File: config.mk
export PLATFORM = sky130hd
export DESIGN_NAME = text_console_cell_writer
export DESIGN_NICKNAME = d
export VERILOG_FILES = /design/src/rtl/core/tccw_pkg.sv /design/src/rtl/core/text_console_cell_writer.sv
export SDC_FILE = /design/constraint.sdc
export NUM_CORES = 1
export LEC_CHECK = 0
export ABC_AREA = 1
export BUFFER_PORTS_ARGS = -buffer_cell sky130_fd_sc_hd__buf_2
export CAP_MARGIN = 20
export CORE_ASPECT_RATIO = 0.5
export CORE_UTILIZATION = 45
export DETAILED_ROUTE_END_ITERATION = 10
export PLACE_DENSITY = 0.62
export SLEW_MARGIN = 20
export SYNTH_ARGS = -nofsm -noshare
export SYNTH_HDL_FRONTEND = slang
export SYNTH_SLANG_ARGS = --single-unit
File: constraint.sdc
create_clock -name clk -period 6.96 [get_ports clk]
set_input_delay 1.044 -clock clk [delete_from_list [all_inputs] [get_ports clk]]
set_output_delay 1.044 -clock clk [all_outputs]
set_load 0.01 [all_outputs]
File: src/rtl/core/tccw_pkg.sv
`timescale 1ns / 1ps
`default_nettype none
// ----------------------------------------------------------------------------
// Text console cell writer package
// Command codes, microcode word layout, the control program and small tables.
// ----------------------------------------------------------------------------
package tccw_pkg;

    // Default screen geometry.
    localparam int COLUMNS_DEFAULT = 80;
    localparam int ROWS_DEFAULT    = 25;

    localparam logic [7:0] TEXT_COLOR_RESET = 8'd79;
    localparam logic [7:0] CHAR_ZERO        = 8'h30;
    localparam logic [7:0] CHAR_UPPER_A     = 8'h41;

    // Field widths.
    localparam int OPCODE_W  = 3;
    localparam int IN_DATA_W = 64;
    localparam int OUT_DATA_W = 32;
    localparam int ADDR_W    = 12;
    localparam int WORD_W    = 16;

    // Command codes.
    localparam logic [2:0] OPC_WRITE_CHAR = 3'd0;
    localparam logic [2:0] OPC_NEW_LINE   = 3'd1;
    localparam logic [2:0] OPC_SET_CURSOR = 3'd2;
    localparam logic [2:0] OPC_DECIMAL    = 3'd3;
    localparam logic [2:0] OPC_HEX        = 3'd4;
    localparam logic [2:0] OPC_PUT_AT     = 3'd5;

    // Datapath operations.
    localparam logic [3:0] OP_NONE      = 4'd0;
    localparam logic [3:0] OP_LOAD_COLD = 4'd1;  // dividend = column + 1
    localparam logic [3:0] OP_DIV_COL   = 4'd2;  // quotient of the dividend by COLUMNS
    localparam logic [3:0] OP_LOAD_ROWD = 4'd3;  // column = remainder, dividend = row + quotient
    localparam logic [3:0] OP_FAST_ADV  = 4'd4;  // column = column + 1
    localparam logic [3:0] OP_LOAD_NL   = 4'd5;  // column = 0, dividend = row + 1
    localparam logic [3:0] OP_DIV_ROW   = 4'd6;  // quotient of the dividend by ROWS
    localparam logic [3:0] OP_SET_ROW   = 4'd7;  // row = remainder
    localparam logic [3:0] OP_SET_CUR   = 4'd8;
    localparam logic [3:0] OP_LOAD_DEC  = 4'd9;
    localparam logic [3:0] OP_DABBLE    = 4'd10;
    localparam logic [3:0] OP_LOAD_HEX  = 4'd11;
    localparam logic [3:0] OP_SKIP      = 4'd12;
    localparam logic [3:0] OP_DIGIT     = 4'd13;

    // Cell write sources.
    localparam logic [2:0] EM_NONE  = 3'd0;
    localparam logic [2:0] EM_CHAR  = 3'd1;
    localparam logic [2:0] EM_ZERO  = 3'd2;
    localparam logic [2:0] EM_DIGIT = 3'd3;
    localparam logic [2:0] EM_PUT   = 3'd4;

    // Sequencer branch conditions.
    localparam logic [2:0] C_NEXT     = 3'd0;
    localparam logic [2:0] C_ALWAYS   = 3'd1;
    localparam logic [2:0] C_DISPATCH = 3'd2;
    localparam logic [2:0] C_FAST     = 3'd3;
    localparam logic [2:0] C_CNT_NZ   = 3'd4;
    localparam logic [2:0] C_ZERO     = 3'd5;
    localparam logic [2:0] C_TOP_NZ   = 3'd6;
    localparam logic [2:0] C_DIG_NZ   = 3'd7;

    // Program addresses.
    localparam int UPC_W = 5;
    localparam logic [4:0] S_IDLE      = 5'd0;
    localparam logic [4:0] S_WCHAR     = 5'd1;
    localparam logic [4:0] S_WC_DIV    = 5'd2;
    localparam logic [4:0] S_WC_ROW    = 5'd3;
    localparam logic [4:0] S_WC_FAST   = 5'd4;
    localparam logic [4:0] S_NL        = 5'd5;
    localparam logic [4:0] S_ROW_DIV   = 5'd6;
    localparam logic [4:0] S_ROW_SET   = 5'd7;
    localparam logic [4:0] S_SETCUR    = 5'd8;
    localparam logic [4:0] S_HEX       = 5'd9;
    localparam logic [4:0] S_SKIP      = 5'd10;
    localparam logic [4:0] S_DIGIT     = 5'd11;
    localparam logic [4:0] S_DEC       = 5'd12;
    localparam logic [4:0] S_DABBLE    = 5'd13;
    localparam logic [4:0] S_DEC_DONE  = 5'd14;
    localparam logic [4:0] S_ZERO      = 5'd15;
    localparam logic [4:0] S_PUT       = 5'd16;

    typedef struct packed {
        logic [3:0]       op;
        logic [2:0]       emit;
        logic [2:0]       cond;
        logic [UPC_W-1:0] target;
    } ucode_t;

    // The control program.
    function automatic ucode_t ucode_rom(input logic [UPC_W-1:0] upc);
        ucode_t w;
        begin
            w = '{op: OP_NONE, emit: EM_NONE, cond: C_ALWAYS, target: S_IDLE};
            case (upc)
                S_IDLE:     w = '{OP_NONE,      EM_NONE,  C_DISPATCH, S_IDLE};
                S_WCHAR:    w = '{OP_LOAD_COLD, EM_CHAR,  C_FAST,     S_WC_FAST};
                S_WC_DIV:   w = '{OP_DIV_COL,   EM_NONE,  C_ALWAYS,   S_WC_ROW};
                S_WC_ROW:   w = '{OP_LOAD_ROWD, EM_NONE,  C_ALWAYS,   S_ROW_DIV};
                S_WC_FAST:  w = '{OP_FAST_ADV,  EM_NONE,  C_ALWAYS,   S_IDLE};
                S_NL:       w = '{OP_LOAD_NL,   EM_NONE,  C_ALWAYS,   S_ROW_DIV};
                S_ROW_DIV:  w = '{OP_DIV_ROW,   EM_NONE,  C_ALWAYS,   S_ROW_SET};
                S_ROW_SET:  w = '{OP_SET_ROW,   EM_NONE,  C_ALWAYS,   S_IDLE};
                S_SETCUR:   w = '{OP_SET_CUR,   EM_NONE,  C_ALWAYS,   S_IDLE};
                S_HEX:      w = '{OP_LOAD_HEX,  EM_NONE,  C_ZERO,     S_ZERO};
                S_SKIP:     w = '{OP_SKIP,      EM_NONE,  C_TOP_NZ,   S_DIGIT};
                S_DIGIT:    w = '{OP_DIGIT,     EM_DIGIT, C_DIG_NZ,   S_DIGIT};
                S_DEC:      w = '{OP_LOAD_DEC,  EM_NONE,  C_ZERO,     S_ZERO};
                S_DABBLE:   w = '{OP_DABBLE,    EM_NONE,  C_CNT_NZ,   S_DABBLE};
                S_DEC_DONE: w = '{OP_NONE,      EM_NONE,  C_ALWAYS,   S_SKIP};
                S_ZERO:     w = '{OP_NONE,      EM_ZERO,  C_ALWAYS,   S_IDLE};
                S_PUT:      w = '{OP_NONE,      EM_PUT,   C_ALWAYS,   S_IDLE};
                default:    w = '{OP_NONE,      EM_NONE,  C_ALWAYS,   S_IDLE};
            endcase
            return w;
        end
    endfunction

    // Entry point of each command's routine.
    function automatic logic [UPC_W-1:0] dispatch(input logic [OPCODE_W-1:0] opc);
        logic [UPC_W-1:0] a;
        begin
            case (opc)
                OPC_WRITE_CHAR: a = S_WCHAR;
                OPC_NEW_LINE:   a = S_NL;
                OPC_SET_CURSOR: a = S_SETCUR;
                OPC_DECIMAL:    a = S_DEC;
                OPC_HEX:        a = S_HEX;
                OPC_PUT_AT:     a = S_PUT;
                default:        a = S_IDLE;
            endcase
            return a;
        end
    endfunction

    // Character for one digit value.
    function automatic logic [7:0] digit_char(input logic [3:0] d);
        logic [7:0] c;
        begin
            if (d < 4'd10)
                c = CHAR_ZERO + {4'd0, d};
            else
                c = CHAR_UPPER_A + {4'd0, d} - 8'd10;
            return c;
        end
    endfunction

endpackage
`default_nettype wire

File: src/rtl/core/text_console_cell_writer.sv
`timescale 1ns / 1ps
`default_nettype none
// ----------------------------------------------------------------------------
// Text console cell writer
// Turns console commands into attribute/character cell writes for a text
// screen, run by a small microcoded sequencer.
// ----------------------------------------------------------------------------
// Usage:
// Commands arrive on the s_axis channel, the command code in tuser and its
// operands in tdata. Each command yields zero to ten cell writes on the
// m_axis channel; tlast marks the final cell write of a command. The user
// must write the text attribute on the cfg channel only while the block is
// idle; the block itself does not enforce this. One command is handled at a
// time. The sequencer takes a new command only in its idle step; a finished
// cell sitting in the output register does not block that. Write char
// advances the column directly when the cursor stays on its row, and on a
// wrap runs two reciprocal divisions, each followed by a remainder step; new
// line runs the row division and its remainder step; hex skips leading zero
// digits, then writes the rest; decimal runs a double-dabble conversion, then
// the same digit loop. A zero value prints a single zero cell instead. The
// first cell appears in the cycle after its step runs.
// If the receiver stalls, the step that writes a cell waits until the
// output register is free, so nothing is lost or repeated.
// Reset clears the cursor to the top left, the attribute to 79 and empties
// the output register.
// ----------------------------------------------------------------------------
module text_console_cell_writer #(
    parameter int COLUMNS = tccw_pkg::COLUMNS_DEFAULT,
    parameter int ROWS    = tccw_pkg::ROWS_DEFAULT
) (
    input  wire logic        clk,
    input  wire logic        rst_n,
    // Configuration: text attribute byte.
    input  wire logic        cfg_valid,
    output      logic        cfg_ready,
    input  wire logic [7:0]  cfg_data,
    // Commands.
    input  wire logic        s_axis_tvalid,
    output      logic        s_axis_tready,
    // tdata fields from bit 0: char_code[7:0], number_value[39:8],
    // target_row[44:40], target_column[51:45], fore_color[55:52],
    // back_color[59:56], zero padding[63:60].
    input  wire logic [tccw_pkg::IN_DATA_W-1:0] s_axis_tdata,
    // tuser fields: opcode[2:0].
    input  wire logic [tccw_pkg::OPCODE_W-1:0]  s_axis_tuser,
    // Cell writes.
    output      logic        m_axis_tvalid,
    input  wire logic        m_axis_tready,
    // tdata fields from bit 0: cell_address[11:0], cell_word[27:12],
    // zero padding[31:28].
    output      logic [tccw_pkg::OUT_DATA_W-1:0] m_axis_tdata,
    // tlast carries last_write.
    output      logic        m_axis_tlast
);
    import tccw_pkg::*;

    localparam logic [7:0] COL_D = 8'(COLUMNS);
    localparam logic [7:0] ROW_D = 8'(ROWS);

    // Reciprocals for the quotient by multiplication; exact for every
    // nine-bit dividend and divisors up to 255.
    localparam int          RECIP_SHIFT = 18;
    localparam logic [18:0] COL_RECIP   = 19'(((1 << RECIP_SHIFT) + COLUMNS - 1) / COLUMNS);
    localparam logic [18:0] ROW_RECIP   = 19'(((1 << RECIP_SHIFT) + ROWS - 1) / ROWS);

    // Sequencer.
    logic [UPC_W-1:0] upc_reg, upc_next;
    ucode_t           uw;
    logic             step_go;
    logic             emit_go;

    // Architectural state.
    logic [7:0] text_color_reg;
    logic [4:0] row_reg, row_next;
    logic [7:0] col_reg, col_next;

    // Captured command operands.
    logic [7:0]  char_reg;
    logic [31:0] num_reg;
    logic [4:0]  trow_reg;
    logic [6:0]  tcol_reg;
    logic [3:0]  fg_reg;
    logic [3:0]  bg_reg;

    // Datapath working registers.
    logic [8:0]  dvd_reg, dvd_next;   // dividend
    logic [8:0]  quo_reg, quo_next;
    logic [5:0]  cnt_reg, cnt_next;   // loop counter for the dabble
    logic [31:0] bin_reg, bin_next;
    logic [39:0] work_reg, work_next; // ten digit nibbles, most significant on top
    logic [3:0]  dig_reg, dig_next;   // digits left in work_reg

    // Output register.
    logic        out_valid_reg;
    logic [11:0] out_addr_reg;
    logic [15:0] out_word_reg;
    logic        out_last_reg;

    // Helpers.
    logic [7:0]  divisor;
    logic [18:0] recip;
    logic [27:0] quo_prod;
    logic [16:0] quo_times;
    logic [8:0]  div_rem;
    logic        fast_adv;
    logic [3:0]  top_digit;
    logic [39:0] dabble_adj;
    logic [3:0]  nib;
    logic [13:0] cur_addr;
    logic [13:0] put_addr;
    logic [11:0] cell_addr;
    logic [7:0]  cell_attr;
    logic [7:0]  cell_char;
    logic        cell_last;

    assign uw        = ucode_rom(upc_reg);
    assign cfg_ready = 1'b1;
    assign s_axis_tready = (upc_reg == S_IDLE);

    assign emit_go = (uw.emit != EM_NONE) && (!out_valid_reg || m_axis_tready);
    assign step_go = (uw.emit == EM_NONE) || emit_go;

    assign fast_adv  = ({1'b0, col_reg} + 9'd1 < {1'b0, COL_D}) && ({3'b0, row_reg} < ROW_D);
    assign top_digit = work_reg[39:36];

    // Quotient step multiplies by the reciprocal; the following step takes
    // the remainder as dividend minus quotient times divisor.
    assign divisor   = ((uw.op == OP_DIV_ROW) || (uw.op == OP_SET_ROW)) ? ROW_D : COL_D;
    assign recip     = (uw.op == OP_DIV_ROW) ? ROW_RECIP : COL_RECIP;
    assign quo_prod  = 28'(dvd_reg) * 28'(recip);
    assign quo_times = 17'(quo_reg) * 17'(divisor);
    assign div_rem   = dvd_reg - quo_times[8:0];

    // Cell address and contents of the write in this step.
    assign cur_addr = 14'(row_reg) * 14'(COL_D) + 14'(col_reg);
    assign put_addr = 14'(trow_reg) * 14'(COL_D) + 14'(tcol_reg);

    always_comb
    begin
        cell_addr = cur_addr[11:0];
        cell_attr = text_color_reg;
        cell_char = char_reg;
        cell_last = 1'b1;
        case (uw.emit)
            EM_CHAR:
            begin
                cell_char = char_reg;
            end
            EM_ZERO:
            begin
                cell_char = CHAR_ZERO;
            end
            EM_DIGIT:
            begin
                cell_char = digit_char(top_digit);
                cell_last = (dig_reg == 4'd1);
            end
            EM_PUT:
            begin
                cell_addr = put_addr[11:0];
                cell_attr = {bg_reg, fg_reg};
            end
            default:
            begin
                cell_char = char_reg;
            end
        endcase
    end

    // Add-3 correction of every BCD nibble before the next shift.
    always_comb
    begin
        dabble_adj = work_reg;
        for (int i = 0; i < 10; i++)
        begin
            nib = work_reg[i*4 +: 4];
            dabble_adj[i*4 +: 4] = (nib >= 4'd5) ? nib + 4'd3 : nib;
        end
    end

    // Datapath driven by the control word.
    always_comb
    begin
        row_next  = row_reg;
        col_next  = col_reg;
        dvd_next  = dvd_reg;
        quo_next  = quo_reg;
        cnt_next  = cnt_reg;
        bin_next  = bin_reg;
        work_next = work_reg;
        dig_next  = dig_reg;
        case (uw.op)
            OP_LOAD_COLD:
            begin
                dvd_next = {1'b0, col_reg} + 9'd1;
            end
            OP_DIV_COL, OP_DIV_ROW:
            begin
                quo_next = quo_prod[RECIP_SHIFT +: 9];
            end
            OP_LOAD_ROWD:
            begin
                col_next = div_rem[7:0];
                dvd_next = {4'd0, row_reg} + quo_reg;
            end
            OP_FAST_ADV:
            begin
                col_next = col_reg + 8'd1;
            end
            OP_LOAD_NL:
            begin
                col_next = 8'd0;
                dvd_next = {4'd0, row_reg} + 9'd1;
            end
            OP_SET_ROW:
            begin
                row_next = div_rem[4:0];
            end
            OP_SET_CUR:
            begin
                row_next = trow_reg;
                col_next = {1'b0, tcol_reg};
            end
            OP_LOAD_DEC:
            begin
                bin_next  = num_reg;
                work_next = 40'd0;
                cnt_next  = 6'd32;
                dig_next  = 4'd10;
            end
            OP_DABBLE:
            begin
                work_next = {dabble_adj[38:0], bin_reg[31]};
                bin_next  = {bin_reg[30:0], 1'b0};
                cnt_next  = cnt_reg - 6'd1;
            end
            OP_LOAD_HEX:
            begin
                work_next = {8'd0, num_reg};
                dig_next  = 4'd10;
            end
            OP_SKIP:
            begin
                if (top_digit == 4'd0)
                begin
                    work_next = {work_reg[35:0], 4'd0};
                    dig_next  = dig_reg - 4'd1;
                end
            end
            OP_DIGIT:
            begin
                work_next = {work_reg[35:0], 4'd0};
                dig_next  = dig_reg - 4'd1;
                col_next  = (col_reg == 8'd255) ? col_reg : col_reg + 8'd1;
            end
            default:
            begin
                work_next = work_reg;
            end
        endcase
    end

    // Step counter and branches.
    always_comb
    begin
        upc_next = upc_reg;
        if (step_go)
        begin
            case (uw.cond)
                C_NEXT:     upc_next = upc_reg + 5'd1;
                C_ALWAYS:   upc_next = uw.target;
                C_DISPATCH: upc_next = s_axis_tvalid ? dispatch(s_axis_tuser) : S_IDLE;
                C_FAST:     upc_next = fast_adv ? uw.target : upc_reg + 5'd1;
                C_CNT_NZ:   upc_next = (cnt_reg != 6'd1) ? uw.target : upc_reg + 5'd1;
                C_ZERO:     upc_next = (num_reg == 32'd0) ? uw.target : upc_reg + 5'd1;
                C_TOP_NZ:   upc_next = (top_digit != 4'd0) ? uw.target : upc_reg;
                C_DIG_NZ:   upc_next = (dig_reg != 4'd1) ? uw.target : S_IDLE;
                default:    upc_next = S_IDLE;
            endcase
        end
    end

    // Control state.
    always_ff @(posedge clk or negedge rst_n)
    begin
        if (!rst_n)
        begin
            upc_reg        <= S_IDLE;
            text_color_reg <= TEXT_COLOR_RESET;
            row_reg        <= 5'd0;
            col_reg        <= 8'd0;
            out_valid_reg  <= 1'b0;
        end
        else
        begin
            upc_reg <= upc_next;
            if (cfg_valid && cfg_ready)
                text_color_reg <= cfg_data;
            if (step_go)
            begin
                row_reg <= row_next;
                col_reg <= col_next;
            end
            if (emit_go)
                out_valid_reg <= 1'b1;
            else if (m_axis_tready)
                out_valid_reg <= 1'b0;
        end
    end

    // Payload and working registers.
    always_ff @(posedge clk)
    begin
        if (s_axis_tvalid && s_axis_tready)
        begin
            char_reg <= s_axis_tdata[7:0];
            num_reg  <= s_axis_tdata[39:8];
            trow_reg <= s_axis_tdata[44:40];
            tcol_reg <= s_axis_tdata[51:45];
            fg_reg   <= s_axis_tdata[55:52];
            bg_reg   <= s_axis_tdata[59:56];
        end
        if (step_go)
        begin
            dvd_reg  <= dvd_next;
            quo_reg  <= quo_next;
            cnt_reg  <= cnt_next;
            bin_reg  <= bin_next;
            work_reg <= work_next;
            dig_reg  <= dig_next;
        end
        if (emit_go)
        begin
            out_addr_reg <= cell_addr;
            out_word_reg <= {cell_attr, cell_char};
            out_last_reg <= cell_last;
        end
    end

    assign m_axis_tvalid = out_valid_reg;
    assign m_axis_tdata  = {4'd0, out_word_reg, out_addr_reg};
    assign m_axis_tlast  = out_last_reg;

endmodule
`default_nettype wire

### Yosys cells after proc, flatten, opt, wreduce, memory -nomap -nowiden

Memories as Yosys holds them, arrays and structs flattened.
Cells that the tools add are included.

| storage, ports and cells | value |
|---|---|
| flip-flop bits (word level) | 216 |
| bits in latches | 0 |
| memory bits (writable) | 0 |
| bits in read-only memories | 448 |
| bits of input ports | 80 |
| output and inout bits | 36 |
| word-level logic and storage cells | 164 |
| memories kept | 1 |

Memories:

| name | depth | width | rd ports | clocked after Yosys merged registers in | wr ports | RTL line | source |
|---|---|---|---|---|---|---|---|
| (no name shown) | 32 | 14 | 1 | 0 | 0 | tccw_pkg.sv:97 | `case (upc)` |

| operators by class | value |
|---|---|
| add/subtract/negate cells | 23 |
| multipliers | 4 |
| divide/modulo/power cells | 0 |
| magnitude comparators | 13 |
| eq/ne operators | 35 |
| shifts and indexed selects | 0 |
| multiplexer cells | 36 |
| bitwise logic cells | 0 |
| reduce and logical (&&, ||, !) cells | 32 |

Operator list:

| kind | count |
|---|---|
| 40-bit case mux with 5 select lines | 1 |
| 32-bit case mux with 2 select lines | 1 |
| 4-bit by 3-bit greater-or-equal comparator with 1-bit output (second input constant) | 10 |
| 4-bit two-way mux | 10 |
| 40-bit two-way mux | 1 |
| 5-bit case mux with 8 select lines | 1 |
| 8-bit case mux with 5 select lines | 1 |
| 4-bit by 2-bit adder with 4-bit output (second input constant) | 9 |
| 32-bit logical NOT | 1 |
| 5-bit two-way mux | 6 |
| 5-bit case mux with 6 select lines | 1 |
| 9-bit case mux with 3 select lines | 1 |
| 4-bit == test (second input constant) | 6 |
| 8-bit two-way mux | 3 |
| 9-bit by 14-bit multiplier with 23-bit output | 1 |
| 3-bit == test (second input constant) | 7 |
| 3-bit by 2-bit == test with 1-bit output (second input constant) | 6 |
| 4-bit by 3-bit == test with 1-bit output (second input constant) | 4 |
| 5-bit by 3-bit multiplier with 8-bit output (second input constant) | 2 |
| 8-bit case mux with 2 select lines | 1 |
| 14-bit two-way mux | 1 |
| 12-bit by 7-bit adder with 12-bit output | 1 |
| 12-bit by 8-bit adder with 12-bit output | 1 |
| 12-bit two-way mux | 1 |
| 42 further kinds | 66 |

### Depth between registers and ports, before layout

An unclocked memory read counts as a cell.

| logic depth | value |
|---|---|
| word-level depth | 7 |
| mapped depth | 32 |
| gate-level depth less buffers | 32 |

### Worst setup path after synthesis

Ideal clock, no wire load.

| path | value |
|---|---|
| kind | input to register |
| start | input s_axis_tvalid |
| end | register bg_reg[0] (enable) |
| setup time | 0.626 ns |
| arrival time | 6.846 ns |
| data required time | 6.334 ns |
| setup slack | -0.512 ns |
| stages on the path | 2 |
| buffers on the path | 0 |
| cells stage by stage | inv_1 -> nor4_1 |

| on the way | value |
|---|---|
| word-level cells in the longest chain between the ends | 1 |

Ends and longest elaborated chain:

| what | RTL line | source |
|---|---|---|
| from (decl) | text_console_cell_writer.sv:38 | `input wire logic s_axis_tvalid,` |
| 1-bit logical AND | text_console_cell_writer.sv:314 | `if (s_axis_tvalid && s_axis_tready)` |
| to (signal assigned) | text_console_cell_writer.sv:321 | `bg_reg <= s_axis_tdata[59:56];` |
| to (decl) | text_console_cell_writer.sv:83 | `logic [3:0] bg_reg;` |

No other way between the ends.
A chain may end at the register's enable or synchronous reset.

### Worst setup path after layout

| path | value |
|---|---|
| start | register upc_reg[0] |
| end | register quo_reg[4], data pin |

| on the way | value |
|---|---|
| word-level cells in the longest chain between the ends | 4 |

Ends and longest elaborated chain:

| what | RTL line | source |
|---|---|---|
| from (decl) | text_console_cell_writer.sv:67 | `logic [UPC_W-1:0] upc_reg, upc_next;` |
| from (signal assigned) | text_console_cell_writer.sv:296 | `upc_reg <= upc_next;` |
| memory 32 x 14 bit | -- |  |
| 4-bit by 3-bit == test with 1-bit output | text_console_cell_writer.sv:129 | `assign recip = (uw.op == OP_DIV_ROW) ? ROW_RECIP : COL_RECIP;` |
| 14-bit two-way mux | text_console_cell_writer.sv:129 |  |
| 9-bit by 14-bit multiplier with 23-bit output | text_console_cell_writer.sv:130 | `assign quo_prod = 28'(dvd_reg) * 28'(recip);` |
| via quo_prod[22] | text_console_cell_writer.sv:102 | `logic [27:0] quo_prod;` |
| to (signal assigned) | text_console_cell_writer.sv:326 | `quo_reg <= quo_next;` |
| to (decl) | text_console_cell_writer.sv:87 | `logic [8:0] quo_reg, quo_next;` |

The timed path passes the listed nets, and every way through them passes these cells.

==> results.cfg <==
[outcome]
run_status = finished, final reports clean

[clocking]
path_clk_slew_ns = 0.07
root_buffer = sky130_fd_sc_hd__clkbuf_16
cts.repair_timing.setup_buffer_count = 0
clock_tree_from_tritoncts = built
maximum_level_of_the_cts_h_tree = 1
ctsHoldBuffers = 0
cts.sink_count = 212
worstSkewPairLatency_ns = 0.53
cts_resized = 0
cts_buffers = 22
clock_path_buffers = 3

[logic_synthesis]
post_synth_num_cell_types = 53
synthTopCellsByCount = sky130_fd_sc_hd__nand2_1 (375), sky130_fd_sc_hd__inv_1 (287), sky130_fd_sc_hd__edfxtp_1 (185)
synth_enable_flop_cells = 185
post_synth_arst_share_pct = 12.7
synth.avg_cell_area_um2 = 8.96
yosysTopAreaCellShare_pct = 36.9
synth_area_leaders = sky130_fd_sc_hd__edfxtp_1 (37%), sky130_fd_sc_hd__ha_1 (11%), sky130_fd_sc_hd__nand2_1 (9.4%), sky130_fd_sc_hd__fa_1 (7.7%), sky130_fd_sc_hd__inv_1 (7.2%)
ys_warn_count = 0
post-synth-top-count-cell = sky130_fd_sc_hd__nand2_1
synth_seq_area_share_pct = 41.5
cell_count_after_synthesis = 1678
synth-seq-cells = 212
synth_largest_area_cell = sky130_fd_sc_hd__edfxtp_1
yosys_most_used_dff = sky130_fd_sc_hd__edfxtp_1
synthesis.area_um2 = 15000

[routing]
detailedRoute.firstIterationViolations = 747
drtAntennaViolNets = 0
totalWireLength_um = 33500
route.detailed.wl_per_inst_um = 15.0
post-route-drc-count = 0
via_count = 11200
drt-pass1-iter-count = 5
routed_via_density = 5.04

[timing]
tns_ns = 0
finalCriticalPeriod_ns = 6.23
rsz0062_at_grt = false
max_slew_margin_pct = 36.8
final_count_of_pins_violating_max_slew = 0
fmaxAchievable_mhz = 160
finClkSkew_ns = 0.0183
finalWorstSetupSlack_ns = 0.728
finalSetupViolCount = 0
worst_pin_slew_ns = 0.947
hold-worst-slack_ns = 0.479
finalHoldViolations = 0
timing.final.crit_share_pct = 89.5

[floorplanning]
floorplan.io_pins = 116
die_height_um = 131
fp-row-count = 46
initial_utilization_pct = 46.6
dieWidth_um = 261
die_area_um2 = 34200
core_area_um2 = 32300

[placed_design]
dpl.hpwl_um = 25400
finalWeightedCongestion = 0.891
io_buffer_count = 106
placement.setup.worst_slack_ns = 0.775

[cells_and_area]
largest_register_ffs = 40
layout.filler_cells = 3021
post_route_cells_drive_above_1_share_pct = 11.8
finalCoreUtilization_pct = 51.7
n_antenna_cell = 0
area_growth_syn_to_layout_pct = 11.1
layout.nets = 2058

[global_routing]
first_pass_grt_wire_length_um = 55600
track_usage_pct = 20.2
grt_overflow_total = 0
number_of_global_route_vias_before_repair = 11100
grt_max_degree = 61
antenna_found_initial = 0

[worst_setup_path]
worst-endpoint-required_ns = 7.22
worstSetupStartpointType = flip-flop
critPathKind = reg -> reg
timing.critical_path.fanout_max = 11
critical_path_arrival_ns = 6.49
crit_end_element = flip-flop

[flow_run]
maxCapViolCount = 0

[min_path]
hold_class = reg -> reg
[cell families (layout without fill, tap and decap cells)]
logic type               count (synthesis)  in the layout  synth area share (%)
flip-flops                             212            212                  41.5
XOR/XNOR                                47             47                  2.74
buffers and inverters                  340            457                  8.87
AND/OR/NAND/NOR                        647            647                  18.1
multiplexers                             1              1                0.0666
other                                    2              7                0.0499
AO/OA/AOI/OAI                          235            235                  9.70
adder cells (fa/ha/maj)                194            194                  19.0
[layout by cell type, fill, tap and decap left out, drive strengths merged]
master	n
nand2	386
inv	305
edfxtp	185
nor2	146
ha	136
o21ai	123
buf	113
nand3	76
fa	58
a21oi	36
xor2	35
clkbuf	29
o221ai	25
dfrtp	22
or2	14
o211ai	13
xnor2	12
nor3	12
clkinv	9
conb	7
nand4	6
nand3b	6
o32ai	5
o22ai	5
a32o	5
dfstp	5
o31ai	4
o21bai	4
o311ai	3
o21a	3
a22oi	3
a21o	2
a21boi	1
a31oi	1
mux2i	1
nor4	1
o2111ai	1
a211oi	1
bufinv	1
[per-layer routing]
metal / global-route usage, % / part of all wire (%) / wire length [um]
met5: 0 / 0 / 0
met4: 6.04 / 2.9 / 970
met3: 2.91 / 4.4 / 1490
met2: 32.3 / 46 / 15300
met1: 28.4 / 47 / 15800
[final cells by class]
| class | count | area [um^2] | area share, % |
|---|---|---|---|
| clock buffers | 29 | 587 | 3.51 |
| clock inverters | 11 | 88.8 | 0.532 |
| inverters | 304 | 1140 | 6.85 |
| multi-input cells | 1131 | 7520 | 45.0 |
| flip-flops and latches | 212 | 6240 | 37.3 |
| well taps | 432 | 541 | 3.24 |
| repair buffers | 113 | 583 | 3.49 |
[through the flow]
stage / cells / cell area, um^2
2_1_floorplan: 1683 / 15100
3_3_place_gp: 2192 / 16000
3_5_place_dp: 2192 / 16000
4_1_cts: 2232 / 16700
5_1_grt: 2232 / 16700
6_report: 2232 / 16700
[critical path, stage by stage (launching register included)]
cell,delay (ns)
sky130_fd_sc_hd__dfrtp_1,0.53
sky130_fd_sc_hd__inv_1,0.21
sky130_fd_sc_hd__ha_1,0.24
sky130_fd_sc_hd__inv_1,0.18
sky130_fd_sc_hd__nand2_1,0.10
sky130_fd_sc_hd__nand3_2,0.22
sky130_fd_sc_hd__nand2_1,0.36
sky130_fd_sc_hd__nor2_2,0.28
sky130_fd_sc_hd__inv_1,0.08
sky130_fd_sc_hd__nor2_1,0.22
sky130_fd_sc_hd__inv_1,0.07
sky130_fd_sc_hd__nand2_1,0.08
sky130_fd_sc_hd__nor2_1,0.05
sky130_fd_sc_hd__ha_1,0.17
sky130_fd_sc_hd__or2_2,0.30
sky130_fd_sc_hd__fa_1,0.50
sky130_fd_sc_hd__inv_1,0.05
sky130_fd_sc_hd__fa_1,0.51
sky130_fd_sc_hd__fa_1,0.54
sky130_fd_sc_hd__inv_1,0.04
sky130_fd_sc_hd__ha_1,0.31
sky130_fd_sc_hd__a21o_1,0.19
sky130_fd_sc_hd__a21oi_1,0.16
sky130_fd_sc_hd__o21ai_0,0.13
sky130_fd_sc_hd__nand3_1,0.08
sky130_fd_sc_hd__nand2_1,0.05
sky130_fd_sc_hd__nor2_1,0.22
sky130_fd_sc_hd__xor2_1,0.10
[worst paths after layout]
check / startpoint / to / slack, ns / cells after the start
min in group asynchronous: rst_n / upc_reg[2] / 0.59 / 1
max in group asynchronous: rst_n / text_color_reg[7] / 5.89 / 1
max reg2reg: upc_reg[0] / quo_reg[4] / 0.73 / 27
min reg2reg: text_color_reg[0] / text_color_reg[0] / 0.48 / 2
max: upc_reg[0] / quo_reg[4] / 0.73 / 27
min: text_color_reg[0] / text_color_reg[0] / 0.48 / 2
Power is not shown: default switching activity piles up to over one toggle a cycle in this logic, so the estimate is an artifact.
